==> config.mk <==
export PLATFORM = sky130hd
export DESIGN_NAME = psbqf_queue
export DESIGN_NICKNAME = d
export VERILOG_FILES = /design/src/rtl/psbqf_pkg.sv /design/src/rtl/psbqf_queue.sv
export SDC_FILE = /design/constraint.sdc
export NUM_CORES = 1
export LEC_CHECK = 0
export BUFFER_PORTS_ARGS = -buffer_cell sky130_fd_sc_hd__buf_2
export CAP_MARGIN = 20
export CORE_ASPECT_RATIO = 1.25
export CORE_MARGIN = 8
export CORE_UTILIZATION = 45
export DETAILED_ROUTE_END_ITERATION = 10
export HOLD_SLACK_MARGIN = 0.08
export PLACE_DENSITY = 0.73
export SLEW_MARGIN = 10
export SYNTH_ARGS = -nofsm -noshare
export SYNTH_HDL_FRONTEND = slang
export SYNTH_SLANG_ARGS = --single-unit
==> constraint.sdc <==
create_clock -name aclk -period 4.8 [get_ports aclk]
set_input_delay 0.24 -clock aclk [delete_from_list [all_inputs] [get_ports aclk]]
set_output_delay 0.24 -clock aclk [all_outputs]
set_load 0.03 [all_outputs]
==> src/rtl/psbqf_pkg.sv <==
// ----------------------------------------------------------------------------
// psbqf_pkg
// Shared types and constants of the per-source byte quota filter.
// ----------------------------------------------------------------------------
package psbqf_pkg;

    localparam int DEF_TABLE_ENTRIES = 1024;
    localparam int DEF_COUNT_BITS    = 48;

    localparam logic [15:0] IPV4_TYPE    = 16'h0800;
    localparam logic [15:0] ETH_HDR_LEN  = 16'd14;
    localparam logic [15:0] MIN_IPV4_LEN = 16'd42;
    localparam logic [47:0] QUOTA_RESET  = 48'd100000000;

    localparam int TOTAL_BITS = 48;

    // register byte addresses
    localparam logic [0:0] REG_QUOTA = 1'b0;

    typedef enum logic [2:0] {
        CAUSE_NOT_IPV4 = 3'd0,
        CAUSE_COUNTED  = 3'd1,
        CAUSE_SHORT    = 3'd2,
        CAUSE_FULL     = 3'd3,
        CAUSE_OVER     = 3'd4
    } cause_t;

    typedef enum logic [1:0] {
        KIND_NOT_IPV4,
        KIND_SHORT,
        KIND_LOOKUP
    } kind_t;

    typedef struct packed {
        kind_t       kind;
        logic [15:0] frame_length;
        logic [31:0] source_address;
    } job_t;

    typedef enum logic [1:0] {
        ST_IDLE,
        ST_SCAN,
        ST_MISS,
        ST_UPDATE
    } back_state_t;

endpackage

==> src/rtl/psbqf_queue.sv <==
// ----------------------------------------------------------------------------
// psbqf_queue
// Two-entry queue of classified jobs between front and back.
// ----------------------------------------------------------------------------
module psbqf_queue
    import psbqf_pkg::*;
(
    input  logic aclk,
    input  logic aresetn,
    input  logic push,
    input  job_t push_job,
    output logic full,
    input  logic pop,
    output logic valid,
    output job_t head
);

    job_t       slot_reg [2];
    logic       wr_ptr_reg, wr_ptr_next;
    logic       rd_ptr_reg, rd_ptr_next;
    logic [1:0] count_reg, count_next;

    always_comb begin
        wr_ptr_next = push ? !wr_ptr_reg : wr_ptr_reg;
        rd_ptr_next = pop ? !rd_ptr_reg : rd_ptr_reg;
        count_next  = count_reg + {1'b0, push} - {1'b0, pop};
    end

    always_ff @(posedge aclk) begin
        if (!aresetn) begin
            wr_ptr_reg <= 1'b0;
            rd_ptr_reg <= 1'b0;
            count_reg  <= 2'd0;
        end else begin
            wr_ptr_reg <= wr_ptr_next;
            rd_ptr_reg <= rd_ptr_next;
            count_reg  <= count_next;
        end
    end

    always_ff @(posedge aclk) begin
        if (push) begin
            slot_reg[wr_ptr_reg] <= push_job;
        end
    end

    assign full  = count_reg == 2'd2;
    assign valid = count_reg != 2'd0;
    assign head  = slot_reg[rd_ptr_reg];

endmodule

-- Yosys cells after proc, flatten, opt, wreduce, memory -nomap -nowiden
Memory sizes are Yosys's and may differ from the RTL's. A register that Yosys moved wholly into a read port is not among the register bits.
Cells that the tools add are included.
- add/sub/neg operators: 2
- equality and inequality tests: 1
- mux-type cells: 4
- reductions and logical operators: 3
- operator list (kind ; count):
    two-way mux 1 bit ; 4
    adder 2 x 1 -> 2 bit ; 1
    == test 2 bit, second input constant ; 1
    logical NOT 1 bit ; 2
    nonzero test 2 bit ; 1
    subtractor 2 x 1 -> 2 bit ; 1
- bits in registers: 4
- bits in writable memories: 100
- output and inout bits: 52
- logic and storage cells: 14
- memories kept: 1
- memories (memory ; depth ; bits a word ; read ports ; clocked after Yosys merged registers in ; write ports ; line ; RTL):
    slot_reg ; 2 ; 50 ; 1 ; 1 ; 1 ; psbqf_queue.sv:18 ; job_t slot_reg [2];

-- Longest topological paths before layout
Gate-level depths: netlist (run 1).
- word-level depth: 3
- gate-level depth with buffers: 6
- gate-level depth less buffers: 6

-- Worst setup path after synthesis (run 1)
OpenSTA, ideal clock, no wires.
- path type: register -> register
- from: register wr_ptr_reg
- to: memory slot_reg[0][0] (netlist bit), enable pin
- arrival: 2562 ps
- data required time: 4335 ps
- setup slack: 1773 ps
- cell stages (with the launch flop): 2
- path buffers: 0
- path through: dfxtp_1 > nor2b_1
- RTL lines (what ; line ; RTL):
    start, declared ; psbqf_queue.sv:19 ; logic wr_ptr_reg, wr_ptr_next;
    start signal, assigned ; psbqf_queue.sv:35 ; wr_ptr_reg <= wr_ptr_next;
    end, declared ; psbqf_queue.sv:18 ;
No word-level cell before the write port.

==> impl_metrics.py, run 1 <==
metrics = {
    "critical_path": {
        "critPathKind": "reg -> out",
        "crit_fanout": 50,
        "r2r_start": "wr_ptr_reg$_SDFFE_PN0P_",
        "rr_endpoint": "slot_reg[1][0]$_DFFE_PP_",
        "end_kind": "output port",
        "r2r.worst_path.cells": 2,
        "cp-start-kind": "flop",
        "reg2reg_slack_ns": 3.15,
        "worstPathRequired_ns": 4.56,
        "cp.arrival_ns": 1.86,
    },
    "cts": {
        "h-tree-depth": 3,
        "cts_root_buffer": "clkbuf_16",
        "cts_tree": "built",
        "cts.clk_slew.worst_paths_ns": 0.06,
        "cts_max_path_buffers": 2,
        "clkSinkCount": 105,
        "numCtsBuffers": 9,
        "clock_latency_ns": 0.33,
        "cts_resized": 0,
    },
    "sta": {
        "rsz0062_at_grt": "no",
        "finClkSkew_ns": 0.003189,
        "hold_slack_ns": 0.09417,
        "worst_pin_slew_ns": 0.9376,
        "slew_headroom": 0.3750,
        "final_max_slew_viol_count": 0,
        "worst_slack_ns": 2.700,
        "max_freq_mhz": 476.3,
        "period_share": 0.4374,
        "tns_ns": 0,
        "finalSetupViolCount": 0,
        "hold_violations": 0,
        "finalWorstPathRequiredPeriod_ns": 2.100,
    },
    "final_layout": {
        "drive_above_1_share": 0.5878,
        "fin_nets": 347,
        "n_fill_cell": 751,
        "area_delta_synth_final_pct": 22.07,
        "fin_cells": 419,
        "utilization": 0.5564,
        "fin_area_um2": 4996,
        "largest_reg_flops": 100,
        "n_antenna_cell": 0,
    },
    "detailed_routing": {
        "drtAntennaViolNets": 0,
        "drtPass1Iterations": 4,
        "initialDrtViolationCount": 36,
        "via_per_inst": 4.630,
        "wl_per_cell_um": 16.89,
        "vias": 1940,
        "routed_wl_mm": 7.079,
        "drc": 0,
    },
    "placed_design": {
        "place_congestion": 0.6628,
        "dpl-instance-area_um2": 4688,
        "io_buffers": 105,
        "dp_slack_ns": 3.013,
        "dp_cells": 401,
    },
    "synth": {
        "yosys_warnings": 0,
        "syn_avg_cell_area_um2": 23.12,
        "synth-seq-cells": 105,
        "syn_area_um2": 4093,
        "yosysSeqAreaShare": 0.7582,
        "synth_nets": 233,
        "synth_cell_types": 13,
        "synth_cells": 177,
    },
    "power_and_ir_drop": {
        "clkPwrFrac": 0.331,
        "seqPwrFrac": 0.524,
        "p_per_area_nw_per_um2": 418.4,
        "ir_worst_vdd_uv": 251.6,
        "comb_power_share": 0.144,
        "p_total_mw": 2.090,
        "leakagePower_nw": 2.000,
        "intPower_mw": 1.595,
        "p_sw_frac": 0.2369,
        "p_sw_mw": 0.4952,
    },
    "die": {
        "design.die.area_um2": 12420,
        "core_area_um2": 8979,
        "io_pins": 106,
        "die_w_um": 101.3,
        "rows": 39,
        "die_h_um": 122.6,
        "initial_core_util": 0.4558,
    },
    "global_route": {
        "track_usage": 0.1159,
        "antenna_found_initial": 2,
        "first_global_vias": 2130,
        "grt.overflow.total": 0,
        "grt_pass1_wl_mm": 10.70,
        "grt_max_degree": 51,
    },
    "min_path": {
        "whs_path_depth": 1,
        "hp-start": "push_job[7]",
        "hold_class": "in -> reg",
        "whs_endpoint": "slot_reg[1][7]$_DFFE_PP_",
    },
    "flow_run": {
        "maxCapViolations": 0,
    },
    "outcome": {
        "status": "complete, no violations",
    },
}
## cell usage after synthesis
library cell / number / area share
edfxtp_1: 100 / 0.73
mux2_4: 50 / 0.18
buf_12: 5 / 0.024
dfxtp_1: 5 / 0.024
and2_1: 4 / 0.0061
nor2b_1: 4 / 0.0061
ha_1: 2 / 0.0061
inv_1: 2 / 0.0018
buf_6: 1 / 0.0028
o21a_1: 1 / 0.0018
or2_2: 1 / 0.0015
xnor3_1: 1 / 0.0055
xor2_1: 1 / 0.0021
## power by group through the flow
stage / Combinational [mW] / Clock [mW] / Sequential (mW)
5_1_grt: 0.321 / 0.753 / 1.10
3_3_place_gp: 0.302 / 0 / 1.11
4_1_cts: 0.308 / 0.716 / 1.10
3_5_place_dp: 0.306 / 0 / 1.12
6_report: 0.301 / 0.693 / 1.10
2_1_floorplan: 0.255 / 0 / 1.09
## layout make-up
cell class                      instances  area [µm²]  share of cell area
Clock inverter                          6       58.81             0.01177
Sequential cell                       105        3107              0.6218
Timing Repair Buffer                  109       560.5              0.1122
Multi-Input combinational cell         64       879.6              0.1761
Tap cell                              123       153.9             0.03080
Clock buffer                           10       229.0             0.04583
Inverter                                2       7.507            0.001503
## layout by cell type, fill, tap and decap left out
| cell type | n |
|---|---|
| dfxtp_4 | 1 |
| dfxtp_1 | 4 |
| clkinv_2 | 1 |
| buf_4 | 2 |
| buf_2 | 105 |
| xor2_1 | 1 |
| and2_2 | 1 |
| mux2_4 | 50 |
| inv_1 | 2 |
| clkinv_1 | 2 |
| and2_1 | 3 |
| clkbuf_1 | 1 |
| ha_1 | 2 |
| or2_2 | 1 |
| bufinv_16 | 1 |
| nor2b_1 | 3 |
| edfxtp_1 | 100 |
| clkinvlp_4 | 1 |
| clkbuf_16 | 9 |
| o21a_1 | 1 |
| clkinv_4 | 1 |
| dlygate4sd3_1 | 2 |
| xnor3_1 | 1 |
| nor2b_4 | 1 |
## worst max-delay path: stages, from the launching register on
cell,delay (ns)
dfxtp_4,0.98
mux2_4,0.36
buf_2,0.18
## kinds of logic (layout without fill, tap and decap cells)
family | after synthesis | after routing | synth area share
buf+inv | 8 | 127 | 0.02904
mux | 50 | 50 | 0.1834
xor+xnor | 2 | 2 | 0.007643
simple gates | 9 | 9 | 0.01376
flops | 105 | 105 | 0.7582
fa+ha+maj | 2 | 2 | 0.006113
compound gates | 1 | 1 | 0.001835
## worst max path at each step
stage / from / to / slack (ns)
after floorplan: wr_ptr_reg$_SDFFE_PN0P_ / slot_reg[0][0]$_DFFE_PP_ / 1.77
after detailed placement: flop / head[23] / 3.01
final: flop / head[19] / 2.70
after CTS: flop / head[23] / 2.65
after global routing: flop / head[23] / 2.62
after global placement: flop / head[23] / 3.01
## timing repair
action / 4_1_cts / 5_1_grt
setup buffers: 0 / 0
hold buffers: 2 / 0
endpoints found under the hold margin: 3 / 0
## routing by layer
layer	vias up	share of wire	global-route usage
li1	922	-	-
met1	933	0.41	0.1253
met2	64	0.51	0.1983
met3	17	0.060	0.03519
met4	4	0.023	0.06443
met5	-	0.0035	0
Power figures use the tool's default switching activity.
==> run 2: changes to the inputs <==
--- a/config.mk
+++ b/config.mk
@@ -5,6 +5,7 @@
 export SDC_FILE = /design/constraint.sdc
 export NUM_CORES = 1
 export LEC_CHECK = 0
+export ABC_AREA = 1
 export BUFFER_PORTS_ARGS = -buffer_cell sky130_fd_sc_hd__buf_2
 export CAP_MARGIN = 20
 export CORE_ASPECT_RATIO = 1.25
@@ -12,7 +13,7 @@
 export CORE_UTILIZATION = 45
 export DETAILED_ROUTE_END_ITERATION = 10
 export HOLD_SLACK_MARGIN = 0.08
-export PLACE_DENSITY = 0.73
+export PLACE_DENSITY = 0.75
 export SLEW_MARGIN = 10
 export SYNTH_ARGS = -nofsm -noshare
 export SYNTH_HDL_FRONTEND = slang
==> constraint.sdc (replaced) <==
create_clock -name aclk -period 1.8 [get_ports aclk]
set_input_delay 0.09 -clock aclk [delete_from_list [all_inputs] [get_ports aclk]]
set_output_delay 0.09 -clock aclk [all_outputs]
set_load 0.03 [all_outputs]
==> impl_metrics.py, run 2 <==
metrics = {
    "outcome": {
        "status": "complete, no violations",
    },
    "placed_design": {
        "io_buffers": 105,
        "dpl-instance-area_um2": 4760,
        "place_congestion": 0.7046,
        "dp_hpwl_mm": 5.146,
    },
    "synth": {
        "synth_cell_types": 11,
        "synth_area_leaders": "edfxtp_1 (73%), mux2_4 (18%), buf_12 (2.4%)",
        "netlist.area_leader.share": 0.7342,
        "synth_most_common_cell": "edfxtp_1",
        "yosys_warnings": 0,
        "syn_avg_cell_area_um2": 21.64,
        "synth_edf_count": 100,
        "syn_area_um2": 4090,
        "yosysTopAreaCell": "edfxtp_1",
        "async_flop_share": 0,
        "synth-seq-cells": 105,
        "synth_nets": 245,
        "yosysSeqAreaShare": 0.7586,
        "synth-main-ff-cell": "edfxtp_1",
        "synth_cells": 189,
        "yosys-top-cells-count": "edfxtp_1 (100), mux2_4 (50), nand2_1 (9), nor2_1 (8), inv_1 (7)",
    },
    "detailed_routing": {
        "via_per_inst": 4.559,
        "drc": 0,
        "drtPass1Iterations": 4,
        "initialDrtViolationCount": 79,
        "routed_wl_mm": 7.786,
        "vias": 2220,
        "drtAntennaViolNets": 0,
        "wl_per_cell_um": 15.99,
    },
    "global_route": {
        "antenna_found_initial": 0,
        "first_global_vias": 2490,
        "grt_max_degree": 35,
        "track_usage": 0.1311,
        "grt.overflow.total": 0,
        "grt_pass1_wl_mm": 12.01,
    },
    "sta": {
        "final_max_slew_viol_count": 0,
        "max_freq_mhz": 592.3,
        "finClkSkew_ns": 0.003469,
        "period_share": 0.9380,
        "finalSetupViolCount": 0,
        "finalWorstPathRequiredPeriod_ns": 1.688,
        "rsz0062_at_grt": "no",
        "hold_violations": 0,
        "slew_headroom": 0.7458,
        "worst_pin_slew_ns": 0.3812,
    },
    "critical_path": {
        "crit_fanout": 13,
        "cp-start-kind": "flop",
        "worstPathRequired_ns": 1.71,
        "rr_endpoint": "count_reg[0]$_SDFF_PN0_",
        "cp.depth": 3,
        "critPathMaxStageDelay_ns": 0.52,
        "cp.arrival_ns": 1.60,
        "cp.buffers_inverters": 2,
        "end_kind": "output port",
        "cp_cell_sequence": "buf_4, mux2_4, buf_2",
        "r2r_start": "count_reg[0]$_SDFF_PN0_",
        "crit_slowest_cell": "dfxtp_4",
        "reg2reg_slack_ns": 0.60,
        "critPathKind": "reg -> out",
        "crit_family": "flip-flops",
        "r2r.worst_path.cells": 6,
    },
    "final_layout": {
        "n_antenna_cell": 0,
        "fin_nets": 415,
        "drive_above_1_share": 0.4890,
        "layout_commonest_cell": "buf_2",
        "area_delta_synth_final_pct": 35.79,
        "final_cell_mix": "buf_2 (105), edfxtp_1 (100), dlygate4sd3_1 (53)",
        "largest_reg_flops": 100,
        "fin_area_um2": 5554,
    },
    "die": {
        "initial_core_util": 0.4555,
        "core_area_um2": 8979,
        "die_w_um": 101.3,
        "design.die.area_um2": 12410,
        "die_h_um": 122.6,
        "io_pins": 106,
        "rows": 39,
    },
    "cts": {
        "clock_latency_ns": 0.33,
        "cts_root_buffer": "clkbuf_16",
        "cts_resized": 0,
        "cts.clk_slew.worst_paths_ns": 0.06,
        "cts_tree": "built",
        "h-tree-depth": 3,
        "numCtsBuffers": 9,
        "cts_max_path_buffers": 2,
        "clkSinkCount": 105,
        "ctsHoldBuffers": 53,
        "cts_setup_buffers": 0,
    },
    "power_and_ir_drop": {
        "p_per_area_nw_per_um2": 980.4,
        "ir_worst_vdd_uv": 612.2,
        "leakagePower_nw": 2.268,
        "p_total_mw": 5.445,
    },
    "min_path": {
        "hp-start": "push_job[16]",
        "hold_class": "in -> reg",
        "whs_path_depth": 2,
        "whs_endpoint": "slot_reg[1][16]$_DFFE_PP_",
    },
    "flow_run": {
        "maxCapViolations": 0,
    },
}
==> run 2: changes by cell type after synthesis, moves of 4 or more <==
cell     change
nor2b_1      -4
and2_1       -4
nand2_1      +9
nor2_1       +8
inv_1        +5
==> run 2: cells by family after synthesis <==
group           after synthesis  synth area share
fa+ha+maj                     2          0.006117
simple gates                 18           0.01682
compound gates                1          0.001222
flops                       105            0.7586
mux                          50            0.1835
buf+inv                      13           0.03365
==> run 2: final cells by class <==
type                       instances  area (µm²)
clock buffer                      10       229.0
clock inverter                     6       35.03
fill                             704        3425
inverter                           7       26.28
multi-input combinational         71       857.1
sequential                       105        3107
tap                              123       153.9
timing repair buffer             165        1146
==> run 2: where the power goes <==
part	internal, mW	leakage [nW]	switching (mW)
Combinational	0.389	1.16	0.470
Sequential	2.82	0.981	0.0482
Clock	0.928	0.131	0.787
Total	4.14	2.27	1.31
==> run 2: per-stage QoR <==
stage                     worst slack (ns)  hold slack [ns]  std cells  setup TNS, ns  utilization
after floorplan                   -0.04249           0.1835        189         -2.125            -
after global placement              0.4666           0.2777        418              0       0.5301
after detailed placement            0.4535           0.2823        418              0       0.5301
after CTS                          0.08301           0.4647        487              0       0.6186
after global routing               0.04567           0.4664        487              0       0.6186
final                               0.1116           0.4738        487              0       0.6186
==> run 2: per-layer routing <==
| layer | vias up | wire (µm) | global-route usage | share of wire |
|---|---|---|---|---|
| li1 | 1060 | - | - | - |
| met4 | 0 | 236 | 0.07376 | 0.030 |
| met3 | 17 | 446 | 0.04597 | 0.057 |
| met2 | 65 | 4281 | 0.2383 | 0.55 |
| met1 | 1078 | 2821 | 0.1254 | 0.36 |
| met5 | - | 0 | 0 | 0 |
==> run 2: worst reg2reg max path, cell delays in order, from the launching register on <==
cell and delay (ns):
dfxtp_1 0.33, inv_1 0.06, ha_1 0.29, inv_1 0.05, ha_1 0.27, nand2_1 0.07, inv_1 0.04
==> run 2: how the worst max path moves through the flow <==
stage / start / slack (ns) / to
after floorplan: wr_ptr_reg$_SDFFE_PN0P_ / -0.04 / slot_reg[1][0]$_DFFE_PP_
after global placement: flop / 0.47 / head[13]
after detailed placement: flop / 0.45 / head[23]
after CTS: flop / 0.08 / head[23]
after global routing: flop / 0.05 / head[9]
final: flop / 0.11 / head[23]
