$ cat src/rtl/psbqf_pkg.sv
// ----------------------------------------------------------------------------
// psbqf_pkg
// Shared types and constants of the per-source byte quota filter.
// ----------------------------------------------------------------------------
package psbqf_pkg;

    localparam int DEF_TABLE_ENTRIES = 1024;
    localparam int DEF_COUNT_BITS    = 48;

    localparam logic [15:0] IPV4_TYPE    = 16'h0800;
    localparam logic [15:0] ETH_HDR_LEN  = 16'd14;
    localparam logic [15:0] MIN_IPV4_LEN = 16'd42;
    localparam logic [47:0] QUOTA_RESET  = 48'd100000000;

    localparam int TOTAL_BITS = 48;

    // register byte addresses
    localparam logic [0:0] REG_QUOTA = 1'b0;

    typedef enum logic [2:0] {
        CAUSE_NOT_IPV4 = 3'd0,
        CAUSE_COUNTED  = 3'd1,
        CAUSE_SHORT    = 3'd2,
        CAUSE_FULL     = 3'd3,
        CAUSE_OVER     = 3'd4
    } cause_t;

    typedef enum logic [1:0] {
        KIND_NOT_IPV4,
        KIND_SHORT,
        KIND_LOOKUP
    } kind_t;

    typedef struct packed {
        kind_t       kind;
        logic [15:0] frame_length;
        logic [31:0] source_address;
    } job_t;

    typedef enum logic [1:0] {
        ST_IDLE,
        ST_SCAN,
        ST_MISS,
        ST_UPDATE
    } back_state_t;

endpackage

$ cat src/rtl/psbqf_front.sv
// ----------------------------------------------------------------------------
// psbqf_front
// Accepts descriptors and sorts them into direct verdicts or table lookups.
// ----------------------------------------------------------------------------
module psbqf_front
    import psbqf_pkg::*;
(
    input  logic        s_valid,
    output logic        s_ready,
    input  logic [15:0] ether_type,
    input  logic [15:0] frame_length,
    input  logic [31:0] source_address,
    output logic        push,
    output job_t        push_job,
    input  logic        q_full
);

    kind_t kind;

    always_comb begin
        if (frame_length < ETH_HDR_LEN) begin
            kind = KIND_SHORT;
        end else if (ether_type != IPV4_TYPE) begin
            kind = KIND_NOT_IPV4;
        end else if (frame_length < MIN_IPV4_LEN) begin
            kind = KIND_SHORT;
        end else begin
            kind = KIND_LOOKUP;
        end
    end

    assign s_ready = !q_full;
    assign push    = s_valid && !q_full;

    assign push_job.kind           = kind;
    assign push_job.frame_length   = frame_length;
    assign push_job.source_address = source_address;

endmodule

$ cat config.mk
export PLATFORM = sky130hd
export DESIGN_NAME = psbqf_front
export DESIGN_NICKNAME = d
export VERILOG_FILES = /design/src/rtl/psbqf_pkg.sv /design/src/rtl/psbqf_front.sv
export SDC_FILE = /design/constraint.sdc
export NUM_CORES = 1
export LEC_CHECK = 0
export ABC_AREA = 1
export BUFFER_PORTS_ARGS = -buffer_cell sky130_fd_sc_hd__clkbuf_2
export CAP_MARGIN = 20
export CORE_ASPECT_RATIO = 1.25
export CORE_UTILIZATION = 24
export DETAILED_ROUTE_END_ITERATION = 6
export GPL_TIMING_DRIVEN = 0
export PLACE_DENSITY = 0.9
export REMOVE_ABC_BUFFERS = 1
export SLEW_MARGIN = 0
export SYNTH_ARGS = -nofsm -noshare
export SYNTH_HDL_FRONTEND = slang
export SYNTH_SLANG_ARGS = --single-unit
$ cat constraint.sdc
create_clock -name vclk -period 0.8
set_clock_uncertainty 0.2 [all_clocks]
set_input_delay 0.04 -clock vclk [all_inputs]
set_output_delay 0.04 -clock vclk [all_outputs]
set_load 0.02 [all_outputs]
Yosys cells after proc, flatten, opt, wreduce, memory -nomap -nowiden
Index checks and enable logic that the tools add are counted.
{"block": "op_classes", "multipliers": 0, "div": 0, "n_reduce_logical": 2, "n_mux": 3, "n_eq_ne": 1, "magnitude_cmp": 2, "add_sub_neg": 0, "n_bitwise": 0, "shifts": 0}
{"cell": "16-bit by 4-bit less-than comparator with 1-bit output (second input constant)", "n": 1}
{"cell": "16-bit by 6-bit less-than comparator with 1-bit output (second input constant)", "n": 1}
{"cell": "16-bit by 12-bit != test with 1-bit output (second input constant)", "n": 1}
{"cell": "2-bit 2-to-1 mux", "n": 3}
{"cell": "1-bit logical AND", "n": 1}
{"cell": "1-bit logical NOT", "n": 1}
{"block": "word_totals", "register_bits": 0, "mem_count": 0, "mem_bits_rw": 0, "latchBits": 0, "rom_bits": 0, "inputBits": 66}

Logic depth before layout (Yosys ltp)
Gate-level depths: netlist of the first run.
{"block": "depth", "ltp_word": 4, "ltp_mapped": 6, "depth_no_buf": 6}

Worst setup path after synthesis of the first run
Ideal clock, no wire load.
{"block": "synth_timing", "path_kind": "input -> output", "from": "input port ether_type[7]", "to": "output port push_job[49] in the netlist's numbering", "slack_ns": -0.130, "path_stages": 5, "required_ns": 0.560, "arrival_ns": 0.690, "path_cell_list": "nor2_1 -> nand2_1 -> nor2_1 -> nand2_1 -> a21oi_1"}
{"item": "start: declaration", "line": "psbqf_front.sv:10", "text": "input logic [15:0] ether_type,"}
{"item": "end: declaration", "line": "psbqf_front.sv:14", "text": "output job_t push_job,"}

==> flow_summary_export.csv, run 1 <==
group,metric,value,unit
worst_setup_path,worstSetupPathType,"primary input to output port",
logic_synthesis,synth_top_area_frac,0.699,
floorplanning,design.core.area,2000,sq um
power,power_density,498,nW/um^2
outcome,status,"complete, but fails checks",
final_layout,syn_to_final_growth,0.243,%
logic_synthesis,yosysWarnings,0,
outcome,violations,"design-rule violations, negative hold slack, negative setup slack",
final_layout,final_nets,157,
final_layout,n_antenna_cell,0,
grt,grt_pass1_wl,3100,microns
sta,max_freq,923,MHz
worst_setup_path,path_max_fanout,3,
power,totalPowerFinal,0.257,mW
sta,worst_slack,-0.283,ns
logic_synthesis,synth_top_family_by_area,"buffers and inverters",
route,routedWlPerCell,25.3,microns
placed_design,placed_cells,109,
route,viasPerCell,4.79,
sta,worstMarginPinSlew,0.115,ns
floorplanning,start_util,0.257,
route,ant_nets,0,
placed_design,hpwl,2630,microns
worst_setup_path,cp.arrival,0.84,ns
sta,relSlewSlack,0.923,
logic_synthesis,muxShareOfSynthArea,0,
final_layout,ff_latch_area,0,sq um
sta,post-route-period-util,1.35,
worst_setup_path,cpPeakStageDelay,0.16,ns
grt,grt_usage,0.218,
grt,antenna_found_initial,0,
logic_synthesis,synthAdderAreaFrac,0,
logic_synthesis,netlist_instances,85,
floorplanning,pin_count,118,
logic_synthesis,synth.avg_cell_area,6.06,sq um
floorplanning,dieHeight,53.8,microns
power,p_leak,0.298,nW
run,maxCapViolCount,0,
logic_synthesis,synthTopCellsByArea,"buf_4, nor2_1, nand2_1",
logic_synthesis,synth_area,515,sq um
grt,grt_max_degree,5,
placed_design,io_buffers,52,
worst_hold_path,hp-class,"primary input to output port",
grt,overflow,0,
worst_setup_path,worstPathCellList,"buf_6, nor2_2, nand3_2, nor2_4, nand2_2, o21ai_2, clkbuf_8",
grt,grt_pass1_vias,389,
logic_synthesis,synth.distinct_cells,9,
worst_setup_path,crit_required,0.56,ns
logic_synthesis,synth_xor_xnor_area_share,0,
route,dr.pass1.iters,6,
logic_synthesis,synth.top_cells.by_count,"buf_4, nor2_1, nand2_1",
worst_setup_path,critPathCaptureType,"output port",
worst_setup_path,crit_slowest_cell,"clkbuf_8",
final_layout,n_clock_buffer,0,
final_layout,nFlopsAndLatches,0,
worst_setup_path,critPathTopFamily,"simple AND/OR/NAND/NOR gates",
sta,rsz0062_at_grt,"yes",
sta,min_period,1.08,ns
logic_synthesis,synthSimpleGateAreaFrac,0.252,
worst_setup_path,critPathLaunchType,"primary input",
floorplanning,die_w,43.5,microns
logic_synthesis,synth-compound-area-share,0.0267,
logic_synthesis,ys_seq_area_frac,0,
sta,slew_violations,0,
sta,whs,-0.120,ns
placed_design,gp_congestion,0.868,
worst_setup_path,path_buf_inv,2,
sta,setup-violations-final,2,
final_layout,fin_cells,109,
logic_synthesis,yosysTopAreaCell,"buf_4",
route,first_iter_violations,27,
route,routed_wl,2750,microns
sta,hold_violations,33,
power,ir_drop,0.131,mV
route,vias,522,
floorplanning,die-area,2340,sq um
logic_synthesis,synth_most_common_cell,"buf_4",
final_layout,drive_above_1_share,0.719,
floorplanning,num_rows,18,
route,drc_errors,23,
[cells by family after synthesis]
group	count (synthesis)
AO/OA/AOI/OAI	2
AND/OR/NAND/NOR	32
buffers and inverters	51
[layout by cell type, fill, tap and decap left out, drive strengths merged]
cell    synthesis  routed
clkbuf          0      48
nand2          10      10
o21ai           1       1
a21oi           1       1
nand3b          1       1
nor2           18      18
buf            48       4
nand3           3       3
inv             3       3
[per-stage QoR]
step	cell area [sq um]	utilization	setup TNS, ns	setup WS [ns]
6_report	517	0.258	-0.462	-0.283
5_1_grt	517	0.258	-0.618	-0.340
4_1_cts	452	0.225	-0.485	-0.268
3_5_place_dp	440	0.220	-0.490	-0.270
3_3_place_gp	440	0.220	-0.498	-0.277
2_1_floorplan	155	-	-0.182	-0.130
[routing by layer]
metal  part of all wire  track usage
met1               0.12       0.0515
met2               0.58        0.505
met3               0.27        0.268
met4              0.027       0.0313
met5                  0            0
[report_power, final]
part | internal (mW) | total (mW) | switching, mW
sequential | 0 | 0 | 0
combinational | 0.119 | 0.257 | 0.139
clock | 0 | 0 | 0
[area by class of cell]
| cell class | instances | area [sq um] |
|---|---|---|
| Multi-Input combinational cell | 34 | 186 |
| Tap cell | 20 | 25.0 |
| Inverter | 3 | 11.3 |
| Fill cell | 233 | 1490 |
| Timing Repair Buffer | 52 | 294 |
[path summary, 6_finish.rpt]
path,start,endpoint,cells after the start
max,frame_length[8],push_job[48],7
min,source_address[15],push_job[15],0
[what timing repair did]
item                                    4_1_cts  5_1_grt
gates resized for setup                       3       18
pin swaps                                     1        8
hold endpoints to repair                     33       33
buffers inserted                              0        0
endpoints found under the setup margin        2        2
Note: power is estimated with default switching activity, not from simulation.
==> inputs of run 2 (changes only) <==
Settings changed: CORE_UTILIZATION 24 to 26, PLACE_DENSITY 0.9 to 0.95.
Clock period 0.8 ns to 1.32 ns, I/O delays scaled along.
==> run 2 against run 1 <==
The run now ends clean. Sequential cell count unchanged. Cell count grew 30%. Wire length is 10% higher. Highest routed layer unchanged. Total power rose by 20%. Combinational power rose by 20%.
==> flow_summary_export.csv, run 2 (synthesis gave the netlist of run 1 again) <==
group,metric,value,unit
power,switching_power,0.180,mW
sta,relSlewSlack,0.806,
grt,grt-busiest-layer,"met2",
final_layout,final_util,0.427,
final_layout,final_common_cell,"clkbuf_2",
sta,worstMarginPinSlew,0.290,ns
grt,globalRouteMet1Util,0.169,
final_layout,drive_above_1_share,0.443,
final_layout,n_clock_buffer,0,
final_layout,multi_input_area,144,sq um
placed_design,hpwl,2870,microns
sta,max_freq,912,MHz
power,sequentialPowerShare,0,
worst_hold_path,hp-class,"primary input to output port",
final_layout,layout_common_cells,"clkbuf_2, dlygate4sd3_1, nor2_1",
worst_setup_path,path_max_fanout,3,
floorplanning,die_w,41.8,microns
route,routed_wl,3040,microns
power,totalPowerFinal,0.309,mW
route,viasPerCell,4.63,
sta,setup-violations-final,0,
power,switching_share,0.583,
grt,grt_pass1_vias,684,
grt,antenna_found_initial,1,
worst_setup_path,worstSetupPathType,"primary input to output port",
final_layout,final.fill_count,198,
sta,setup-tns-final,0,ns
sta,min_period,1.10,ns
worst_setup_path,crit_required,1.05,ns
worst_hold_path,hold_depth,2,
grt,overflow,0,
worst_hold_path,hold_end,"push_job[42]",
power,ir_drop,0.113,mV
worst_hold_path,min_from,"frame_length[10]",
floorplanning,design.core.area,1810,sq um
sta,rsz0062_at_grt,"no",
final_layout,final_nets,190,
floorplanning,num_rows,17,
outcome,status,"finished, final reports clean",
grt,grt_usage,0.273,
placed_design,placedInstanceArea,439,sq um
grt,gr-usage-met2,0.609,
run,maxCapViolCount,0,
worst_setup_path,critPathCaptureType,"output port",
floorplanning,start_util,0.285,
power,power_density,400,nW/um^2
cts,post_cts_buffers,0,
sta,slew_violations,0,
grt,grt_pass1_wl,4060,microns
sta,whs,0.163,ns
worst_setup_path,critPathLaunchType,"primary input",
grt,grt_max_degree,5,
floorplanning,dieHeight,51.8,microns
route,dr.pass1.iters,1,
final_layout,ff_latch_area,0,sq um
route,routedWlPerCell,21.4,microns
power,p_comb_frac,1.000,
sta,post-route-period-util,0.830,
grt,use_met3,0.0868,
floorplanning,die-area,2170,sq um
route,first_iter_violations,0,
route,ant_nets,0,
power,p_clk_frac,0,
placed_design,io_buffers,52,
power,p_leak,0.423,nW
cts,cts_resized,0,
final_layout,design_area,772,sq um
route,drc_errors,0,
route,vias,657,
power,p_int,0.129,mW
worst_setup_path,cp.arrival,0.83,ns
floorplanning,pin_count,118,
placed_design,gp_congestion,0.732,
final_layout,nFlopsAndLatches,0,
sta,hold_violations,0,
final_layout,syn_to_final_growth,49.8,%
run 2: changes by cell type in the layout (fill, tap and decap cells not counted), moves of 2 or more:
cell / delta
nor2_1: +7
nand2_2: -2
buf_6: -2
nor2_2: -4
clkbuf_2: +5
nor2_4: -3
nand2_1: +2
dlygate4sd3_1: +33
run 2: area by class of cell:
class / count / area share
Tap cell: 19 / 0.0308
Antenna cell: 1 / 0.00324
Multi-Input combinational cell: 34 / 0.186
Timing Repair Buffer: 85 / 0.765
Inverter: 3 / 0.0146
run 2: worst max-delay path, cell delays in order:
cell	delay, ns
clkbuf_2	0.10
nor2_1	0.10
nand3_1	0.09
nor2_2	0.13
nand2_1	0.08
o21ai_2	0.10
clkbuf_2	0.17
run 2: how the worst max path moves through the flow:
stage,startpoint,endpoint,depth (start not counted)
5_1_grt,ether_type[5],push_job[49],7
3_3_place_gp,frame_length[12],push_job[48],7
2_1_floorplan,ether_type[7],push_job[49],5
4_1_cts,frame_length[12],push_job[48],7
3_5_place_dp,frame_length[12],push_job[48],7
6_report,frame_length[12],push_job[48],7
run 2: power by group through the flow:
stage	Sequential (mW)	Clock [mW]	Combinational (mW)
2_1_floorplan	0	0	0.0231
3_3_place_gp	0	0	0.134
3_5_place_dp	0	0	0.137
4_1_cts	0	0	0.311
5_1_grt	0	0.000000101	0.323
6_report	0	0.000000101	0.309
run 2: repair_timing:
item,4_1_cts,5_1_grt
hold buffers,33,0
hold endpoints to repair,33,0
endpoints found under the setup margin,0,0
run 2: layer usage:
| metal | share of wire | up-vias | wire length, microns |
|---|---|---|---|
| met5 | 0 | - | 0 |
| met4 | 0.067 | 0 | 203 |
| met3 | 0.090 | 16 | 274 |
| met2 | 0.61 | 73 | 1840 |
| met1 | 0.24 | 277 | 716 |
| li1 | - | 291 | - |
run 2: metrics by stage:
stage          instances  setup WS, ns
2_1_floorplan         37         0.338
3_3_place_gp         108         0.218
3_5_place_dp         108         0.217
4_1_cts              141         0.215
5_1_grt              142        0.0863
6_report             142         0.224
==> inputs of run 3 (changes only) <==
Settings changed: CORE_UTILIZATION 26 to 22, PLACE_DENSITY 0.95 to 0.87.
Clock period 1.32 ns to 1 ns, I/O delays scaled along.
==> run 3 against run 2 <==
The flow now finishes with violations (negative setup slack). Via count grew 1.7%. Setup slack worse by 0.38 ns. Wire length up 4.0%. Critical path depth unchanged. Sequential cell count stayed put. Design area up 13%. Sequential share of layout area is the same. Combinational power is 41% higher. Largest cell class unchanged. Largest power group unchanged. Highest routed layer unchanged.
==> flow_summary_export.csv, run 3 (synthesis gave the netlist of run 1 again) <==
group,metric,value,unit
worst_setup_path,crit_required,0.75,ns
final_layout,final_nets,190,
outcome,violations,"negative setup slack",
route,first_iter_violations,13,
route,drc_errors,0,
route,dr.pass1.iters,4,
sta,min_period,1.15,ns
worst_setup_path,critPathCaptureType,"output port",
route,ant_nets,0,
sta,whs,0.131,ns
power,p_leak,0.481,nW
power,totalPowerFinal,0.436,mW
final_layout,layout_common_cells,"clkbuf_2, dlygate4sd3_1, nor2_1",
sta,slew_violations,0,
sta,hold_violations,0,
power,power_density,500,nW/um^2
placed_design,io_buffers,52,
sta,max_freq,867,MHz
final_layout,syn_to_final_growth,69.4,%
floorplanning,die_w,45.3,microns
final_layout,fin_cells,154,
sta,worst_slack,-0.154,ns
final_layout,n_clock_buffer,0,
run,maxCapViolCount,0,
floorplanning,dieHeight,56.1,microns
sta,post-route-period-util,1.15,
grt,grt_pass1_vias,573,
sta,setup-violations-final,2,
worst_setup_path,critPathLaunchType,"primary input",
floorplanning,die-area,2540,sq um
floorplanning,num_rows,19,
sta,rsz0062_at_grt,"yes",
final_layout,final.fill_count,237,
grt,antenna_found_initial,1,
worst_setup_path,startpoint,"frame_length[10]",
floorplanning,start_util,0.233,
worst_setup_path,path_max_fanout,3,
worst_setup_path,crit_end,"push_job[48]",
power,ir_drop,0.167,mV
placed_design,placed_cells,120,
placed_design,gp_congestion,0.877,
placed_design,dp_slack,-0.0954,ns
route,viasPerCell,4.34,
final_layout,final_common_cell,"clkbuf_2",
outcome,status,"complete, but fails checks",
worst_hold_path,hp-class,"primary input to output port",
final_layout,design_area,873,sq um
final_layout,drive_above_1_share,0.492,
grt,grt_usage,0.223,
sta,relSlewSlack,0.805,
sta,setup-tns-final,-0.181,ns
final_layout,ff_latch_area,0,sq um
final_layout,nFlopsAndLatches,0,
grt,grt_max_degree,5,
floorplanning,pin_count,118,
placed_design,hpwl,2690,microns
worst_setup_path,cp.arrival,0.90,ns
sta,worstMarginPinSlew,0.293,ns
route,vias,668,
placed_design,placedInstanceArea,454,sq um
final_layout,final_util,0.395,
grt,grt_pass1_wl,3750,microns
route,routedWlPerCell,20.5,microns
floorplanning,design.core.area,2210,sq um
grt,overflow,0,
route,routed_wl,3160,microns
worst_setup_path,worstSetupPathType,"primary input to output port",
==> run 3: worst min-delay path by stage <==
stage,start,to,cells after the start
2_1_floorplan,source_address[0],push_job[0],0
3_3_place_gp,source_address[0],push_job[0],0
3_5_place_dp,source_address[0],push_job[0],0
4_1_cts,frame_length[15],push_job[47],2
5_1_grt,frame_length[14],push_job[46],2
6_report,frame_length[15],push_job[47],2
==> run 3: report_power, final <==
part           internal [mW]    total, mW  switching, mW
clock            0.000000134  0.000000134              0
combinational          0.187        0.436          0.249
sequential                 0            0              0
total                  0.187        0.436          0.249
==> run 3: routing by layer <==
layer  vias to the layer above  global-route usage  wire [microns]  share of wire
met3                        20              0.0584             291          0.092
met1                       291               0.190             931           0.29
li1                        287                   -               -              -
met4                         0              0.0563             193          0.061
met2                        70               0.460            1740           0.55
met5                         -                   0               0              0
==> run 3: worst max-delay path: stages <==
cell and delay (ns):
buf_6 0.10, nor2_4 0.12, nand3_2 0.11, nor2_4 0.15, nand2_2 0.07, o21ai_2 0.14
clkbuf_8 0.16
==> run 3: layout make-up <==
| type | count | area, sq um | area share |
|---|---|---|---|
| multi-input cells | 34 | 181 | 0.208 |
| diodes | 1 | 2.50 | 0.00287 |
| repair buffers | 85 | 639 | 0.732 |
| well taps | 31 | 38.8 | 0.0444 |
| inverters | 3 | 11.3 | 0.0129 |
==> run 3: repair_timing <==
item | 4_1_cts | 5_1_grt
pin swaps | 2 | 8
gates cloned | 0 | 0
endpoints found under the hold margin | 33 | 0
setup buffers | 0 | 0
setup endpoints to repair | 2 | 7
hold buffers | 33 | 0
resized for setup | 3 | 22
